## config.mk

```make
export PLATFORM = sky130hd
export DESIGN_NAME = mlfq_task_scheduler
export DESIGN_NICKNAME = d
export VERILOG_FILES = /design/src/rtl/mlfq_pkg.sv /design/src/rtl/mlfq_ram.sv /design/src/rtl/mlfq_ctrl.sv /design/src/rtl/mlfq_task_scheduler.sv
export SDC_FILE = /design/constraint.sdc
export NUM_CORES = 1
export LEC_CHECK = 0
export BUFFER_PORTS_ARGS = -buffer_cell sky130_fd_sc_hd__buf_2
export CORE_AREA = 8 8 203 205
export CTS_CLUSTER_DIAMETER = 60
export DETAILED_ROUTE_END_ITERATION = 16
export DIE_AREA = 0 0 211 213
export GPL_TIMING_DRIVEN = 0
export PLACE_DENSITY = 0.77
export SLEW_MARGIN = 5
export SYNTH_ARGS = -nofsm -noshare
export SYNTH_HDL_FRONTEND = slang
export SYNTH_SLANG_ARGS = --single-unit
```

## constraint.sdc

```tcl
create_clock -name clk_i -period 9 [get_ports clk_i]
set_input_delay 1.35 -clock clk_i [delete_from_list [all_inputs] [get_ports clk_i]]
set_output_delay 1.35 -clock clk_i [all_outputs]
set_load 0.05 [all_outputs]
```

## src/rtl/mlfq_pkg.sv

```systemverilog
// Shared types and codes of the multilevel feedback queue scheduler.
`timescale 1ns / 1ps
`default_nettype none
package mlfq_pkg;

  localparam int unsigned LvlW     = 3;
  localparam int unsigned Levels   = 5;
  localparam int unsigned CfgIdxW  = 3;
  localparam int unsigned CfgDataW = 10;

  // Request codes.
  localparam logic [2:0] REQ_TICK   = 3'd0;
  localparam logic [2:0] REQ_YIELD  = 3'd1;
  localparam logic [2:0] REQ_ADD    = 3'd2;
  localparam logic [2:0] REQ_REMOVE = 3'd3;
  localparam logic [2:0] REQ_SLEEP  = 3'd4;
  localparam logic [2:0] REQ_START  = 3'd5;

  // Status codes.
  localparam logic [1:0] ST_OK         = 2'd0;
  localparam logic [1:0] ST_NO_TASK    = 2'd1;
  localparam logic [1:0] ST_NOT_QUEUED = 2'd2;

  // Levels.
  localparam logic [LvlW-1:0] LVL_RT     = 3'd0;
  localparam logic [LvlW-1:0] LVL_HIGH   = 3'd1;
  localparam logic [LvlW-1:0] LVL_NORMAL = 3'd2;
  localparam logic [LvlW-1:0] LVL_LOW    = 3'd3;
  localparam logic [LvlW-1:0] LVL_IDLE   = 3'd4;

  // Configuration register indexes.
  localparam logic [CfgIdxW-1:0] CFG_Q_HIGH   = 3'd0;
  localparam logic [CfgIdxW-1:0] CFG_Q_NORMAL = 3'd1;
  localparam logic [CfgIdxW-1:0] CFG_Q_LOW    = 3'd2;
  localparam logic [CfgIdxW-1:0] CFG_Q_IDLE   = 3'd3;
  localparam logic [CfgIdxW-1:0] CFG_BOOST    = 3'd4;
  localparam logic [CfgIdxW-1:0] CFG_IDLE_ID  = 3'd5;

  typedef struct packed {
    logic [7:0] q_high;
    logic [7:0] q_normal;
    logic [7:0] q_low;
    logic [7:0] q_idle;
    logic [9:0] boost_int;
    logic [4:0] idle_id;
  } cfg_t;

  typedef struct packed {
    logic [4:0] running_task;
    logic       running_valid;
    logic       switched;
    logic       preempt_request;
    logic [1:0] status;
  } res_t;

endpackage
`default_nettype wire

```

## src/rtl/mlfq_ram.sv

```systemverilog
// Single-port-write, registered-read memory used for the per-task tables.
`timescale 1ns / 1ps
`default_nettype none
module mlfq_ram #(
  parameter int unsigned DEPTH = 32,
  parameter int unsigned WIDTH = 5,
  localparam int unsigned AW = $clog2(DEPTH)
) (
  input  logic             clk_i,
  input  logic             we_i,
  input  logic [AW-1:0]    waddr_i,
  input  logic [WIDTH-1:0] wdata_i,
  input  logic [AW-1:0]    raddr_i,
  output logic [WIDTH-1:0] rdata_o
);

  logic [WIDTH-1:0] mem [DEPTH];

  always_ff @(posedge clk_i) begin
    if (we_i) begin
      mem[waddr_i] <= wdata_i;
    end
    rdata_o <= mem[raddr_i];
  end

endmodule
`default_nettype wire

```

## src/rtl/mlfq_ctrl.sv

```systemverilog
// Sequencer of the scheduler: queue registers, running task and table walks.
`timescale 1ns / 1ps
`default_nettype none
module mlfq_ctrl #(
  parameter int unsigned TASKS = 32,
  localparam int unsigned IdW = $clog2(TASKS)
) (
  input  logic                   clk_i,
  input  logic                   rst_ni,
  input  logic                   in_valid_i,
  output logic                   in_ready_o,
  input  logic [2:0]             req_type_i,
  input  logic [4:0]             task_id_i,
  input  logic [2:0]             task_priority_i,
  input  mlfq_pkg::cfg_t         cfg_i,
  output logic                   res_valid_o,
  input  logic                   res_ready_i,
  output mlfq_pkg::res_t         res_o,
  output logic                   nl_we_o,
  output logic [IdW-1:0]         nl_waddr_o,
  output logic [IdW-1:0]         nl_wdata_o,
  output logic [IdW-1:0]         nl_raddr_o,
  input  logic [IdW-1:0]         nl_rdata_i,
  output logic                   lv_we_o,
  output logic [IdW-1:0]         lv_waddr_o,
  output logic [mlfq_pkg::LvlW-1:0] lv_wdata_o,
  output logic [IdW-1:0]         lv_raddr_o,
  input  logic [mlfq_pkg::LvlW-1:0] lv_rdata_i
);
  import mlfq_pkg::*;

  localparam logic [3:0] S_IDLE     = 4'd0;
  localparam logic [3:0] S_TK_LV    = 4'd1;
  localparam logic [3:0] S_YD_LV    = 4'd2;
  localparam logic [3:0] S_AD_LV    = 4'd3;
  localparam logic [3:0] S_RM_LV    = 4'd4;
  localparam logic [3:0] S_RM_STEP  = 4'd5;
  localparam logic [3:0] S_RM_FIN   = 4'd6;
  localparam logic [3:0] S_DQ       = 4'd7;
  localparam logic [3:0] S_DISP     = 4'd8;
  localparam logic [3:0] S_BOOST    = 4'd9;
  localparam logic [3:0] S_BST_STEP = 4'd10;
  localparam logic [3:0] S_BST_LINK = 4'd11;
  localparam logic [3:0] S_DONE     = 4'd12;

  localparam logic [IdW-1:0] LastStep = IdW'(TASKS - 1);

  function automatic logic [IdW-1:0] mod_tasks(input logic [4:0] v);
    logic [8:0] r;
    r = {4'b0, v};
    for (int k = 4; k >= 0; k--) begin
      if (32'(r) >= (TASKS << k)) begin
        r = r - 9'(TASKS << k);
      end
    end
    return IdW'(r);
  endfunction

  function automatic logic [LvlW-1:0] lvl_sat(input logic [LvlW-1:0] v);
    return (v > LVL_IDLE) ? LVL_IDLE : v;
  endfunction

  function automatic logic [7:0] quantum_of(input logic [LvlW-1:0] l, input cfg_t c);
    logic [7:0] q;
    case (l)
      LVL_HIGH:   q = c.q_high;
      LVL_NORMAL: q = c.q_normal;
      LVL_LOW:    q = c.q_low;
      LVL_IDLE:   q = c.q_idle;
      default:    q = 8'd0;
    endcase
    return q;
  endfunction

  logic [3:0]      state_q, state_d;
  logic [2:0]      req_q, req_d;
  logic [IdW-1:0]  id_q, id_d;
  logic [LvlW-1:0] prio_q, prio_d;
  logic            prev_on_q, prev_on_d;
  logic [IdW-1:0]  prev_id_q, prev_id_d;
  logic [LvlW-1:0] lvl_q, lvl_d;
  logic [IdW-1:0]  head_q [Levels];
  logic [IdW-1:0]  head_d [Levels];
  logic [IdW-1:0]  tail_q [Levels];
  logic [IdW-1:0]  tail_d [Levels];
  logic [Levels-1:0] tv_q, tv_d;
  logic [IdW-1:0]  run_id_q, run_id_d;
  logic            run_on_q, run_on_d;
  logic [7:0]      slice_q, slice_d;
  logic [9:0]      boost_q, boost_d;
  logic [IdW-1:0]  step_q, step_d;
  logic            first_q, first_d;
  logic [IdW-1:0]  pred_q, pred_d;
  logic            has_pred_q, has_pred_d;
  logic [IdW-1:0]  h_q, h_d;
  logic [LvlW-1:0] dq_lvl_q, dq_lvl_d;
  logic            hit_q, hit_d;
  logic            last_q, last_d;
  logic            preempt_q, preempt_d;
  logic [1:0]      status_q, status_d;

  // Enqueue request shared by tick, yield and add.
  logic            enq_en;
  logic [LvlW-1:0] enq_lvl;
  logic [IdW-1:0]  enq_id;

  logic [LvlW-1:0] rd_lvl;
  logic [IdW-1:0]  cur;
  logic [7:0]      slice_dec;
  logic            dq_found;
  logic [LvlW-1:0] dq_sel;

  assign rd_lvl     = lvl_sat(lv_rdata_i);
  assign in_ready_o = (state_q == S_IDLE);

  always_comb begin
    dq_found = 1'b0;
    dq_sel   = LVL_RT;
    for (int q = 0; q < Levels; q++) begin
      if (tv_q[q] && !dq_found) begin
        dq_found = 1'b1;
        dq_sel   = LvlW'(q);
      end
    end
  end

  always_comb begin
    state_d    = state_q;
    req_d      = req_q;
    id_d       = id_q;
    prio_d     = prio_q;
    prev_on_d  = prev_on_q;
    prev_id_d  = prev_id_q;
    lvl_d      = lvl_q;
    head_d     = head_q;
    tail_d     = tail_q;
    tv_d       = tv_q;
    run_id_d   = run_id_q;
    run_on_d   = run_on_q;
    slice_d    = slice_q;
    boost_d    = boost_q;
    step_d     = step_q;
    first_d    = first_q;
    pred_d     = pred_q;
    has_pred_d = has_pred_q;
    h_d        = h_q;
    dq_lvl_d   = dq_lvl_q;
    hit_d      = hit_q;
    last_d     = last_q;
    preempt_d  = preempt_q;
    status_d   = status_q;
    enq_en     = 1'b0;
    enq_lvl    = rd_lvl;
    enq_id     = run_id_q;
    nl_we_o    = 1'b0;
    nl_waddr_o = pred_q;
    nl_wdata_o = nl_rdata_i;
    nl_raddr_o = h_q;
    lv_we_o    = 1'b0;
    lv_waddr_o = id_q;
    lv_wdata_o = prio_q;
    lv_raddr_o = run_id_q;
    res_valid_o = 1'b0;
    cur        = first_q ? head_q[lvl_q] : nl_rdata_i;
    slice_dec  = slice_q - {7'b0, (slice_q != 8'd0)};

    unique case (state_q)
      S_IDLE: begin
        if (in_valid_i) begin
          req_d     = req_type_i;
          id_d      = mod_tasks(task_id_i);
          prio_d    = lvl_sat(task_priority_i);
          prev_on_d = run_on_q;
          prev_id_d = run_id_q;
          preempt_d = 1'b0;
          status_d  = ST_OK;
          state_d   = S_DONE;
          case (req_type_i)
            REQ_TICK: begin
              if (run_on_q) begin
                if (boost_q != 10'h3FF) begin
                  boost_d = boost_q + 10'd1;
                end
                state_d = S_TK_LV;
              end
            end
            REQ_YIELD: begin
              if (run_on_q) begin
                state_d = S_YD_LV;
              end
            end
            REQ_ADD:    state_d = S_AD_LV;
            REQ_REMOVE: begin
              lv_raddr_o = mod_tasks(task_id_i);
              state_d    = S_RM_LV;
            end
            REQ_SLEEP: begin
              if (run_on_q) begin
                state_d = S_DQ;
              end
            end
            REQ_START: state_d = S_DQ;
            default:   state_d = S_DONE;
          endcase
        end
      end
      S_TK_LV: begin
        lvl_d = rd_lvl;
        if (rd_lvl == LVL_RT) begin
          state_d = S_DONE;
        end else begin
          slice_d = slice_dec;
          if (slice_dec == 8'd0) begin
            enq_en  = 1'b1;
            state_d = S_DQ;
          end else begin
            state_d = S_BOOST;
          end
        end
      end
      S_YD_LV: begin
        enq_en  = 1'b1;
        state_d = S_DQ;
      end
      S_AD_LV: begin
        preempt_d  = run_on_q && (prio_q < rd_lvl);
        lv_we_o    = 1'b1;
        enq_en     = 1'b1;
        enq_lvl    = prio_q;
        enq_id     = id_q;
        state_d    = S_DONE;
      end
      S_RM_LV: begin
        lvl_d = rd_lvl;
        if (!tv_q[rd_lvl]) begin
          status_d = ST_NOT_QUEUED;
          state_d  = S_DONE;
        end else begin
          first_d    = 1'b1;
          has_pred_d = 1'b0;
          step_d     = '0;
          state_d    = S_RM_STEP;
        end
      end
      S_RM_STEP: begin
        // One list entry per cycle; the next link of cur is fetched meanwhile.
        nl_raddr_o = cur;
        first_d    = 1'b0;
        if (cur == id_q) begin
          if (!has_pred_q) begin
            if (cur == tail_q[lvl_q]) begin
              tv_d[lvl_q] = 1'b0;
              state_d     = S_DONE;
            end else begin
              state_d = S_RM_FIN;
            end
          end else if (cur == tail_q[lvl_q]) begin
            tail_d[lvl_q] = pred_q;
            state_d       = S_DONE;
          end else begin
            state_d = S_RM_FIN;
          end
        end else if (cur == tail_q[lvl_q] || step_q == LastStep) begin
          status_d = ST_NOT_QUEUED;
          state_d  = S_DONE;
        end else begin
          pred_d     = cur;
          has_pred_d = 1'b1;
          step_d     = step_q + IdW'(1);
        end
      end
      S_RM_FIN: begin
        if (!has_pred_q) begin
          head_d[lvl_q] = nl_rdata_i;
        end else begin
          nl_we_o = 1'b1;
        end
        state_d = S_DONE;
      end
      S_DQ: begin
        if (dq_found) begin
          h_d        = head_q[dq_sel];
          nl_raddr_o = head_q[dq_sel];
          lv_raddr_o = head_q[dq_sel];
          dq_lvl_d   = dq_sel;
          hit_d      = 1'b1;
          last_d     = (head_q[dq_sel] == tail_q[dq_sel]);
          if (head_q[dq_sel] == tail_q[dq_sel]) begin
            tv_d[dq_sel] = 1'b0;
          end
          state_d = S_DISP;
        end else if (req_q == REQ_SLEEP) begin
          h_d        = mod_tasks(cfg_i.idle_id);
          lv_raddr_o = mod_tasks(cfg_i.idle_id);
          hit_d      = 1'b0;
          state_d    = S_DISP;
        end else begin
          status_d = ST_NO_TASK;
          state_d  = S_DONE;
        end
      end
      S_DISP: begin
        if (hit_q && !last_q) begin
          head_d[dq_lvl_q] = nl_rdata_i;
        end
        run_id_d = h_q;
        run_on_d = 1'b1;
        slice_d  = quantum_of(rd_lvl, cfg_i);
        if (req_q == REQ_TICK && h_q == run_id_q) begin
          state_d = S_BOOST;
        end else begin
          state_d = S_DONE;
        end
      end
      S_BOOST: begin
        state_d = S_DONE;
        if (boost_q >= cfg_i.boost_int) begin
          boost_d = '0;
          if (tv_q[LVL_LOW]) begin
            first_d = 1'b1;
            step_d  = '0;
            state_d = S_BST_STEP;
          end
        end
      end
      S_BST_STEP: begin
        // Relabel each task of the low queue, following the links.
        cur        = first_q ? head_q[LVL_LOW] : nl_rdata_i;
        first_d    = 1'b0;
        lv_we_o    = 1'b1;
        lv_waddr_o = cur;
        lv_wdata_o = LVL_NORMAL;
        nl_raddr_o = cur;
        if (cur == tail_q[LVL_LOW] || step_q == LastStep) begin
          state_d = S_BST_LINK;
        end else begin
          step_d = step_q + IdW'(1);
        end
      end
      S_BST_LINK: begin
        if (tv_q[LVL_NORMAL]) begin
          nl_we_o    = 1'b1;
          nl_waddr_o = tail_q[LVL_NORMAL];
          nl_wdata_o = head_q[LVL_LOW];
        end else begin
          head_d[LVL_NORMAL] = head_q[LVL_LOW];
        end
        tail_d[LVL_NORMAL] = tail_q[LVL_LOW];
        tv_d[LVL_NORMAL]   = 1'b1;
        tv_d[LVL_LOW]      = 1'b0;
        state_d            = S_DONE;
      end
      S_DONE: begin
        res_valid_o = 1'b1;
        if (res_ready_i) begin
          state_d = S_IDLE;
        end
      end
      default: state_d = S_IDLE;
    endcase

    if (enq_en) begin
      if (tv_q[enq_lvl]) begin
        nl_we_o    = 1'b1;
        nl_waddr_o = tail_q[enq_lvl];
        nl_wdata_o = enq_id;
      end else begin
        head_d[enq_lvl] = enq_id;
      end
      tail_d[enq_lvl] = enq_id;
      tv_d[enq_lvl]   = 1'b1;
    end
  end

  always_comb begin
    logic [31:0] wide_id;
    wide_id                = 32'(run_id_q);
    res_o.running_task     = wide_id[4:0];
    res_o.running_valid    = run_on_q;
    res_o.switched         = run_on_q && (!prev_on_q || run_id_q != prev_id_q);
    res_o.preempt_request  = preempt_q;
    res_o.status           = status_q;
  end

  always_ff @(posedge clk_i or negedge rst_ni) begin
    if (!rst_ni) begin
      state_q    <= S_IDLE;
      tv_q       <= '0;
      run_id_q   <= '0;
      run_on_q   <= 1'b0;
      slice_q    <= '0;
      boost_q    <= '0;
      prev_on_q  <= 1'b0;
      prev_id_q  <= '0;
      preempt_q  <= 1'b0;
      status_q   <= ST_OK;
      first_q    <= 1'b0;
      has_pred_q <= 1'b0;
      hit_q      <= 1'b0;
      last_q     <= 1'b0;
      step_q     <= '0;
      for (int q = 0; q < Levels; q++) begin
        head_q[q] <= '0;
        tail_q[q] <= '0;
      end
    end else begin
      state_q    <= state_d;
      tv_q       <= tv_d;
      run_id_q   <= run_id_d;
      run_on_q   <= run_on_d;
      slice_q    <= slice_d;
      boost_q    <= boost_d;
      prev_on_q  <= prev_on_d;
      prev_id_q  <= prev_id_d;
      preempt_q  <= preempt_d;
      status_q   <= status_d;
      first_q    <= first_d;
      has_pred_q <= has_pred_d;
      hit_q      <= hit_d;
      last_q     <= last_d;
      step_q     <= step_d;
      head_q     <= head_d;
      tail_q     <= tail_d;
    end
  end

  always_ff @(posedge clk_i) begin
    req_q    <= req_d;
    id_q     <= id_d;
    prio_q   <= prio_d;
    lvl_q    <= lvl_d;
    pred_q   <= pred_d;
    h_q      <= h_d;
    dq_lvl_q <= dq_lvl_d;
  end

endmodule
`default_nettype wire

```

## src/rtl/mlfq_task_scheduler.sv

```systemverilog
// Top level of the multilevel feedback queue task scheduler.
// Events (tick, yield, add, remove, sleep, start) arrive as words on the
// in_* channel; each event returns exactly one result word on the out_*
// channel: running task, its valid flag, a switch flag, a preemption hint
// for adds and a status code. Quantum, boost interval and idle task are
// written through the cfg_* channel, which is always ready.
// The per-task link and level tables sit in two synchronous memories; a
// sequencer reads, updates and writes them back. A remove walks its queue at
// one entry per cycle and a boost relabels the low queue at one task per
// cycle. A new event is taken once the previous result sits in the output
// register. If the receiver stalls, one result waits there and the block
// still finishes the next event, then holds.
// Reset empties all queues, clears the running task and loads the default
// configuration; the tables need no clearing.
`timescale 1ns / 1ps
`default_nettype none
module mlfq_task_scheduler #(
  parameter int unsigned TASKS = 32
) (
  input  logic       clk_i,
  input  logic       rst_ni,
  input  logic       in_valid_i,
  output logic       in_ready_o,
  input  logic [2:0] req_type_i,
  input  logic [4:0] task_id_i,
  input  logic [2:0] task_priority_i,
  output logic       out_valid_o,
  input  logic       out_ready_i,
  output logic [4:0] running_task_o,
  output logic       running_valid_o,
  output logic       switched_o,
  output logic       preempt_request_o,
  output logic [1:0] status_o,
  input  logic       cfg_valid_i,
  output logic       cfg_ready_o,
  input  logic [mlfq_pkg::CfgIdxW-1:0]  cfg_index_i,
  input  logic [mlfq_pkg::CfgDataW-1:0] cfg_data_i
);
  import mlfq_pkg::*;

  localparam int unsigned IdW = $clog2(TASKS);

  cfg_t cfg_q;
  res_t res, out_q;
  logic out_valid_q;
  logic res_valid, res_ready;

  logic            nl_we, lv_we;
  logic [IdW-1:0]  nl_waddr, nl_wdata, nl_raddr, nl_rdata;
  logic [IdW-1:0]  lv_waddr, lv_raddr;
  logic [LvlW-1:0] lv_wdata, lv_rdata;

  assign cfg_ready_o = 1'b1;

  always_ff @(posedge clk_i or negedge rst_ni) begin
    if (!rst_ni) begin
      cfg_q.q_high    <= 8'd4;
      cfg_q.q_normal  <= 8'd8;
      cfg_q.q_low     <= 8'd16;
      cfg_q.q_idle    <= 8'd32;
      cfg_q.boost_int <= 10'd200;
      cfg_q.idle_id   <= 5'd0;
    end else if (cfg_valid_i) begin
      unique case (cfg_index_i)
        CFG_Q_HIGH:   cfg_q.q_high    <= cfg_data_i[7:0];
        CFG_Q_NORMAL: cfg_q.q_normal  <= cfg_data_i[7:0];
        CFG_Q_LOW:    cfg_q.q_low     <= cfg_data_i[7:0];
        CFG_Q_IDLE:   cfg_q.q_idle    <= cfg_data_i[7:0];
        CFG_BOOST:    cfg_q.boost_int <= cfg_data_i;
        CFG_IDLE_ID:  cfg_q.idle_id   <= cfg_data_i[4:0];
        default: ;
      endcase
    end
  end

  mlfq_ram #(.DEPTH(TASKS), .WIDTH(IdW)) u_next_ram (
    .clk_i   (clk_i),
    .we_i    (nl_we),
    .waddr_i (nl_waddr),
    .wdata_i (nl_wdata),
    .raddr_i (nl_raddr),
    .rdata_o (nl_rdata)
  );

  mlfq_ram #(.DEPTH(TASKS), .WIDTH(LvlW)) u_level_ram (
    .clk_i   (clk_i),
    .we_i    (lv_we),
    .waddr_i (lv_waddr),
    .wdata_i (lv_wdata),
    .raddr_i (lv_raddr),
    .rdata_o (lv_rdata)
  );

  mlfq_ctrl #(.TASKS(TASKS)) u_ctrl (
    .clk_i           (clk_i),
    .rst_ni          (rst_ni),
    .in_valid_i      (in_valid_i),
    .in_ready_o      (in_ready_o),
    .req_type_i      (req_type_i),
    .task_id_i       (task_id_i),
    .task_priority_i (task_priority_i),
    .cfg_i           (cfg_q),
    .res_valid_o     (res_valid),
    .res_ready_i     (res_ready),
    .res_o           (res),
    .nl_we_o         (nl_we),
    .nl_waddr_o      (nl_waddr),
    .nl_wdata_o      (nl_wdata),
    .nl_raddr_o      (nl_raddr),
    .nl_rdata_i      (nl_rdata),
    .lv_we_o         (lv_we),
    .lv_waddr_o      (lv_waddr),
    .lv_wdata_o      (lv_wdata),
    .lv_raddr_o      (lv_raddr),
    .lv_rdata_i      (lv_rdata)
  );

  // Output register: the result word waits here for the receiver.
  assign res_ready = !out_valid_q || out_ready_i;

  always_ff @(posedge clk_i or negedge rst_ni) begin
    if (!rst_ni) begin
      out_valid_q <= 1'b0;
    end else if (res_ready) begin
      out_valid_q <= res_valid;
    end
  end

  always_ff @(posedge clk_i) begin
    if (res_ready && res_valid) begin
      out_q <= res;
    end
  end

  assign out_valid_o       = out_valid_q;
  assign running_task_o    = out_q.running_task;
  assign running_valid_o   = out_q.running_valid;
  assign switched_o        = out_q.switched;
  assign preempt_request_o = out_q.preempt_request;
  assign status_o          = out_q.status;

endmodule
`default_nettype wire

```

==> impl_metrics.tcl <==
set metrics [dict create \
    detail_route.vias_per_cell 6.515 \
    synth_flop_cell "sky130_fd_sc_hd__edfxtp_1" \
    relative_max_transition_margin 0.1512 \
    r2r-start "u_ctrl.slice_q[3]" \
    postSynth.asyncResetShare 0.3311 \
    place_hpwl_um 44840 \
    hold_ws_ns 0.4479 \
    dpl_worst_slack_ns 3.517 \
    total_setup_violations_reported_at_the_end_of_the_flow 0 \
    grt_start_max_net_pins 94 \
    timing.hold.worst_path_depth 0 \
    cp-start-kind "flip-flop" \
    cts_post_setup_buffers_inserted 0 \
    timing_hold_violations_final 0 \
    post-route-drc-count 0 \
    leading_cell_type_in_the_layout_fill_and_taps_excluded "sky130_fd_sc_hd__edfxtp_1" \
    die_x_um 211 \
    layout_common_cells "293 x sky130_fd_sc_hd__edfxtp_1, 247 x sky130_fd_sc_hd__mux2i_1, 164 x sky130_fd_sc_hd__nand2_1, 144 x sky130_fd_sc_hd__nor2_1, 142 x sky130_fd_sc_hd__dfrtp_1" \
    timing.fmax_mhz 179.8 \
    crit_family "simple AND/OR/NAND/NOR gates" \
    clock_tree.root_cell "sky130_fd_sc_hd__clkbuf_16" \
    worst-slew-pin-transition_ns 1.270 \
    run_status "finished clean" \
    antenna_left 0 \
    insertion_delay_ns 0.60 \
    dr.first_iter.drc_count 1927 \
    hold_path_class "flip-flop to flip-flop" \
    antenna_found_initial 0 \
    fin_util 0.6660 \
    crit_path_max_incr_delay_ns 0.75 \
    grt_first_pass_wirelength_um 97790 \
    leakage_power_summed_over_all_cells_uw 0.01000 \
    maxSlewViolCount 0 \
    num_vias 16700 \
    worst_setup_path_end_kind "flip-flop" \
    number_of_global_route_vias_before_repair 16420 \
    post_cts_resize_count 0 \
    cts_htree_levels 2 \
    die_area_mm2 0.04494 \
    timing.final.crit_period_ns 5.561 \
    postSynthRegisterBits 450 \
    synth_simple_gate_area_share 0.1135 \
    routed.top_layer "met4" \
    synth.mux.area_fraction 0.1513 \
    netlist_instances 1915 \
    fp.dieH_um 213 \
    num_antenna_cells 0 \
    worst_hold_path.endpoint "running_task_o[0]" \
    power.total_uw 8155 \
    overflow 0 \
    replace_congestion 1.047 \
    top_level_ports 42 \
    path_cells "nor4_1 -> nand4_1 -> ha_1 -> ha_1 -> or3b_2 -> o22ai_1 -> a22o_1 -> nand3_1 -> o21a_1 -> nor2_4 -> mux2_1 -> o21bai_1 -> nand2b_1 -> clkbuf_1 -> nor2_1" \
    starting_utilization_of_the_core_area 0.5980 \
    cts_num_sinks 450 \
    critical_path.max_fanout 8 \
    met2WireLength_um 28660 \
    fin_crit_sh 0.6179 \
    worst_slack_ns 3.439 \
    synth.lib_cells_used.distinct 92 \
    power.density_cell_area_mw_per_mm2 321.3 \
    met3_length_um 6308 \
    io_buffer_count 38 \
    crit_path_frequent_cell "sky130_fd_sc_hd__ha_1" \
    cp.arrival_ns 5.79 \
    post_cts_hold_buffer_count 0 \
    clock_tree_from_tritoncts "built" \
    netlist_top_cells_area "sky130_fd_sc_hd__edfxtp_1 39%, sky130_fd_sc_hd__dfrtp_1 16%, sky130_fd_sc_hd__mux2i_1 11%" \
    globalRouteTotalUtil 0.2847 \
    worst_ir_drop_vdd_mv 0.2913 \
    postSynthNetCount 1961 \
    setup_total_negative_slack_ns 0 \
    worst_reg2reg_path_depth 15 \
    cell_area_after_technology_mapping_mm2 0.02279 \
    crit-reg2reg-capture "u_next_ram.mem[14][1]" \
    synth_enable_flop_cells 293 \
    cts-buffers-inserted 47 \
    synth_top_family_by_area "multiplexers" \
    fp.coreArea_mm2 0.03811 \
    synth_top_area_cell "sky130_fd_sc_hd__edfxtp_1" \
    crit_buf_inv 1 \
    met1_length_um 26400 \
    synthDominantCellAreaShare 0.3861 \
    rsz_0062_raised_after_global_routing "false" \
    synthesis.area_per_instance_um2 11.90 \
    final_skew_ns 0.01909 \
    crit_slowest_cell "sky130_fd_sc_hd__nor4_1" \
    routed_wire_length_per_instance_um 24.88 \
    firstDrtPassIters 6 \
    num-nets-final 2052 \
    total_wire_length_after_detailed_routing_um 63770 \
    synth-compound-area-share 0.1229 \
    maxCapViolCount 0 \
    std_cell_rows 72 \
    layout-drive-gt1-share 0.1443 \
    areaGrowthSynthToFinish_pct 11.36 \
    clock_pin_slew_reported_for_the_worst_setup_and_hold_paths_after_clock_tree_synthesis_ns 0.06 \
    critical_path_required_ns 9.23 \
    synthAdderAreaFrac 0.009333 \
    cts_max_path_buffers 3 \
    register_to_register_setup_slack_ns 3.44 \
    yosysSeqAreaShare 0.5571 \
    yosys.area_share.xor_xnor 0.01576 \
    type_of_the_worst_setup_path "flip-flop to flip-flop" \
    min_from "u_ctrl.run_id_q[0]" \
    ys.warnings.count 0 \
]
synthesized netlist by cell type (24+ instances only):
master                       n
sky130_fd_sc_hd__a21oi_1    76
sky130_fd_sc_hd__a211oi_1   45
sky130_fd_sc_hd__mux2_2     73
sky130_fd_sc_hd__nand2_1   164
sky130_fd_sc_hd__nor3_1     26
sky130_fd_sc_hd__nor2_1    145
sky130_fd_sc_hd__buf_2      29
sky130_fd_sc_hd__edfxtp_1  293
sky130_fd_sc_hd__nand2b_1   26
sky130_fd_sc_hd__o21ai_0    85
sky130_fd_sc_hd__mux2i_1   247
sky130_fd_sc_hd__nand3_1    24
sky130_fd_sc_hd__nor2b_1    37
sky130_fd_sc_hd__a22oi_1    29
sky130_fd_sc_hd__inv_1      35
sky130_fd_sc_hd__dfrtp_1   142
sky130_fd_sc_hd__clkbuf_1   59
cell type report:
cell class	count	area [um2]
timing repair buffer	42	274.0
inverter	36	135.1
multi-input combinational	1318	9469
sequential	450	12700
buffer	111	546.8
fill	2817	12730
tap	518	648.1
clock buffer	63	1349
clock inverter	25	260.3
routing by layer:
layer | vias to the layer above | global-route usage
met5 | - | 0
met4 | 0 | 0.1112
met3 | 141 | 0.06003
met2 | 899 | 0.4375
met1 | 8257 | 0.3945
li1 | 7400 | -
power breakdown:
part / internal, uW / switching [uW]
Combinational: 1130 / 2080
Sequential: 2630 / 302
Clock: 1180 / 841
Total: 4930 / 3230
state kept, by name (all words and copies together) (netlist names), 8 cells and up:
name	flops
cfg_q	47
u_ctrl.boost_q	10
u_ctrl.head_q	25
u_ctrl.slice_q	8
u_ctrl.tail_q	25
u_level_ram.mem	96
u_next_ram.mem	160
worst max path at each step:
stage	depth (start not counted)	slack, ns	end	startpoint
global placement	13	2.82	u_next_ram.mem[0][1]	u_ctrl.slice_q[2]
finish	15	3.44	u_next_ram.mem[14][1]	u_ctrl.slice_q[3]
detailed placement	15	3.52	u_next_ram.mem[14][1]	u_ctrl.slice_q[3]
global route	15	3.19	u_next_ram.mem[10][0]	u_ctrl.slice_q[3]
CTS	15	3.50	u_next_ram.mem[14][1]	u_ctrl.slice_q[3]
floorplan	13	4.53	u_next_ram.mem[0][0]	u_ctrl.slice_q[3]
cell families after synthesis:
| group | Yosys count |
|---|---|
| xor+xnor | 41 |
| compound gates | 409 |
| flops | 450 |
| fa+ha+maj | 17 |
| other cells | 1 |
| mux | 328 |
| simple gates | 522 |
| buf+inv | 147 |
per-stage QoR:
| stage | cells | cell area (um2) |
|---|---|---|
| after floorplan | 1915 | 22790 |
| after global placement | 2471 | 23630 |
| after detailed placement | 2475 | 23770 |
| after CTS | 2563 | 25380 |
| after global routing | 2563 | 25380 |
| final | 2563 | 25380 |
Power figures use the tool's default switching activity.
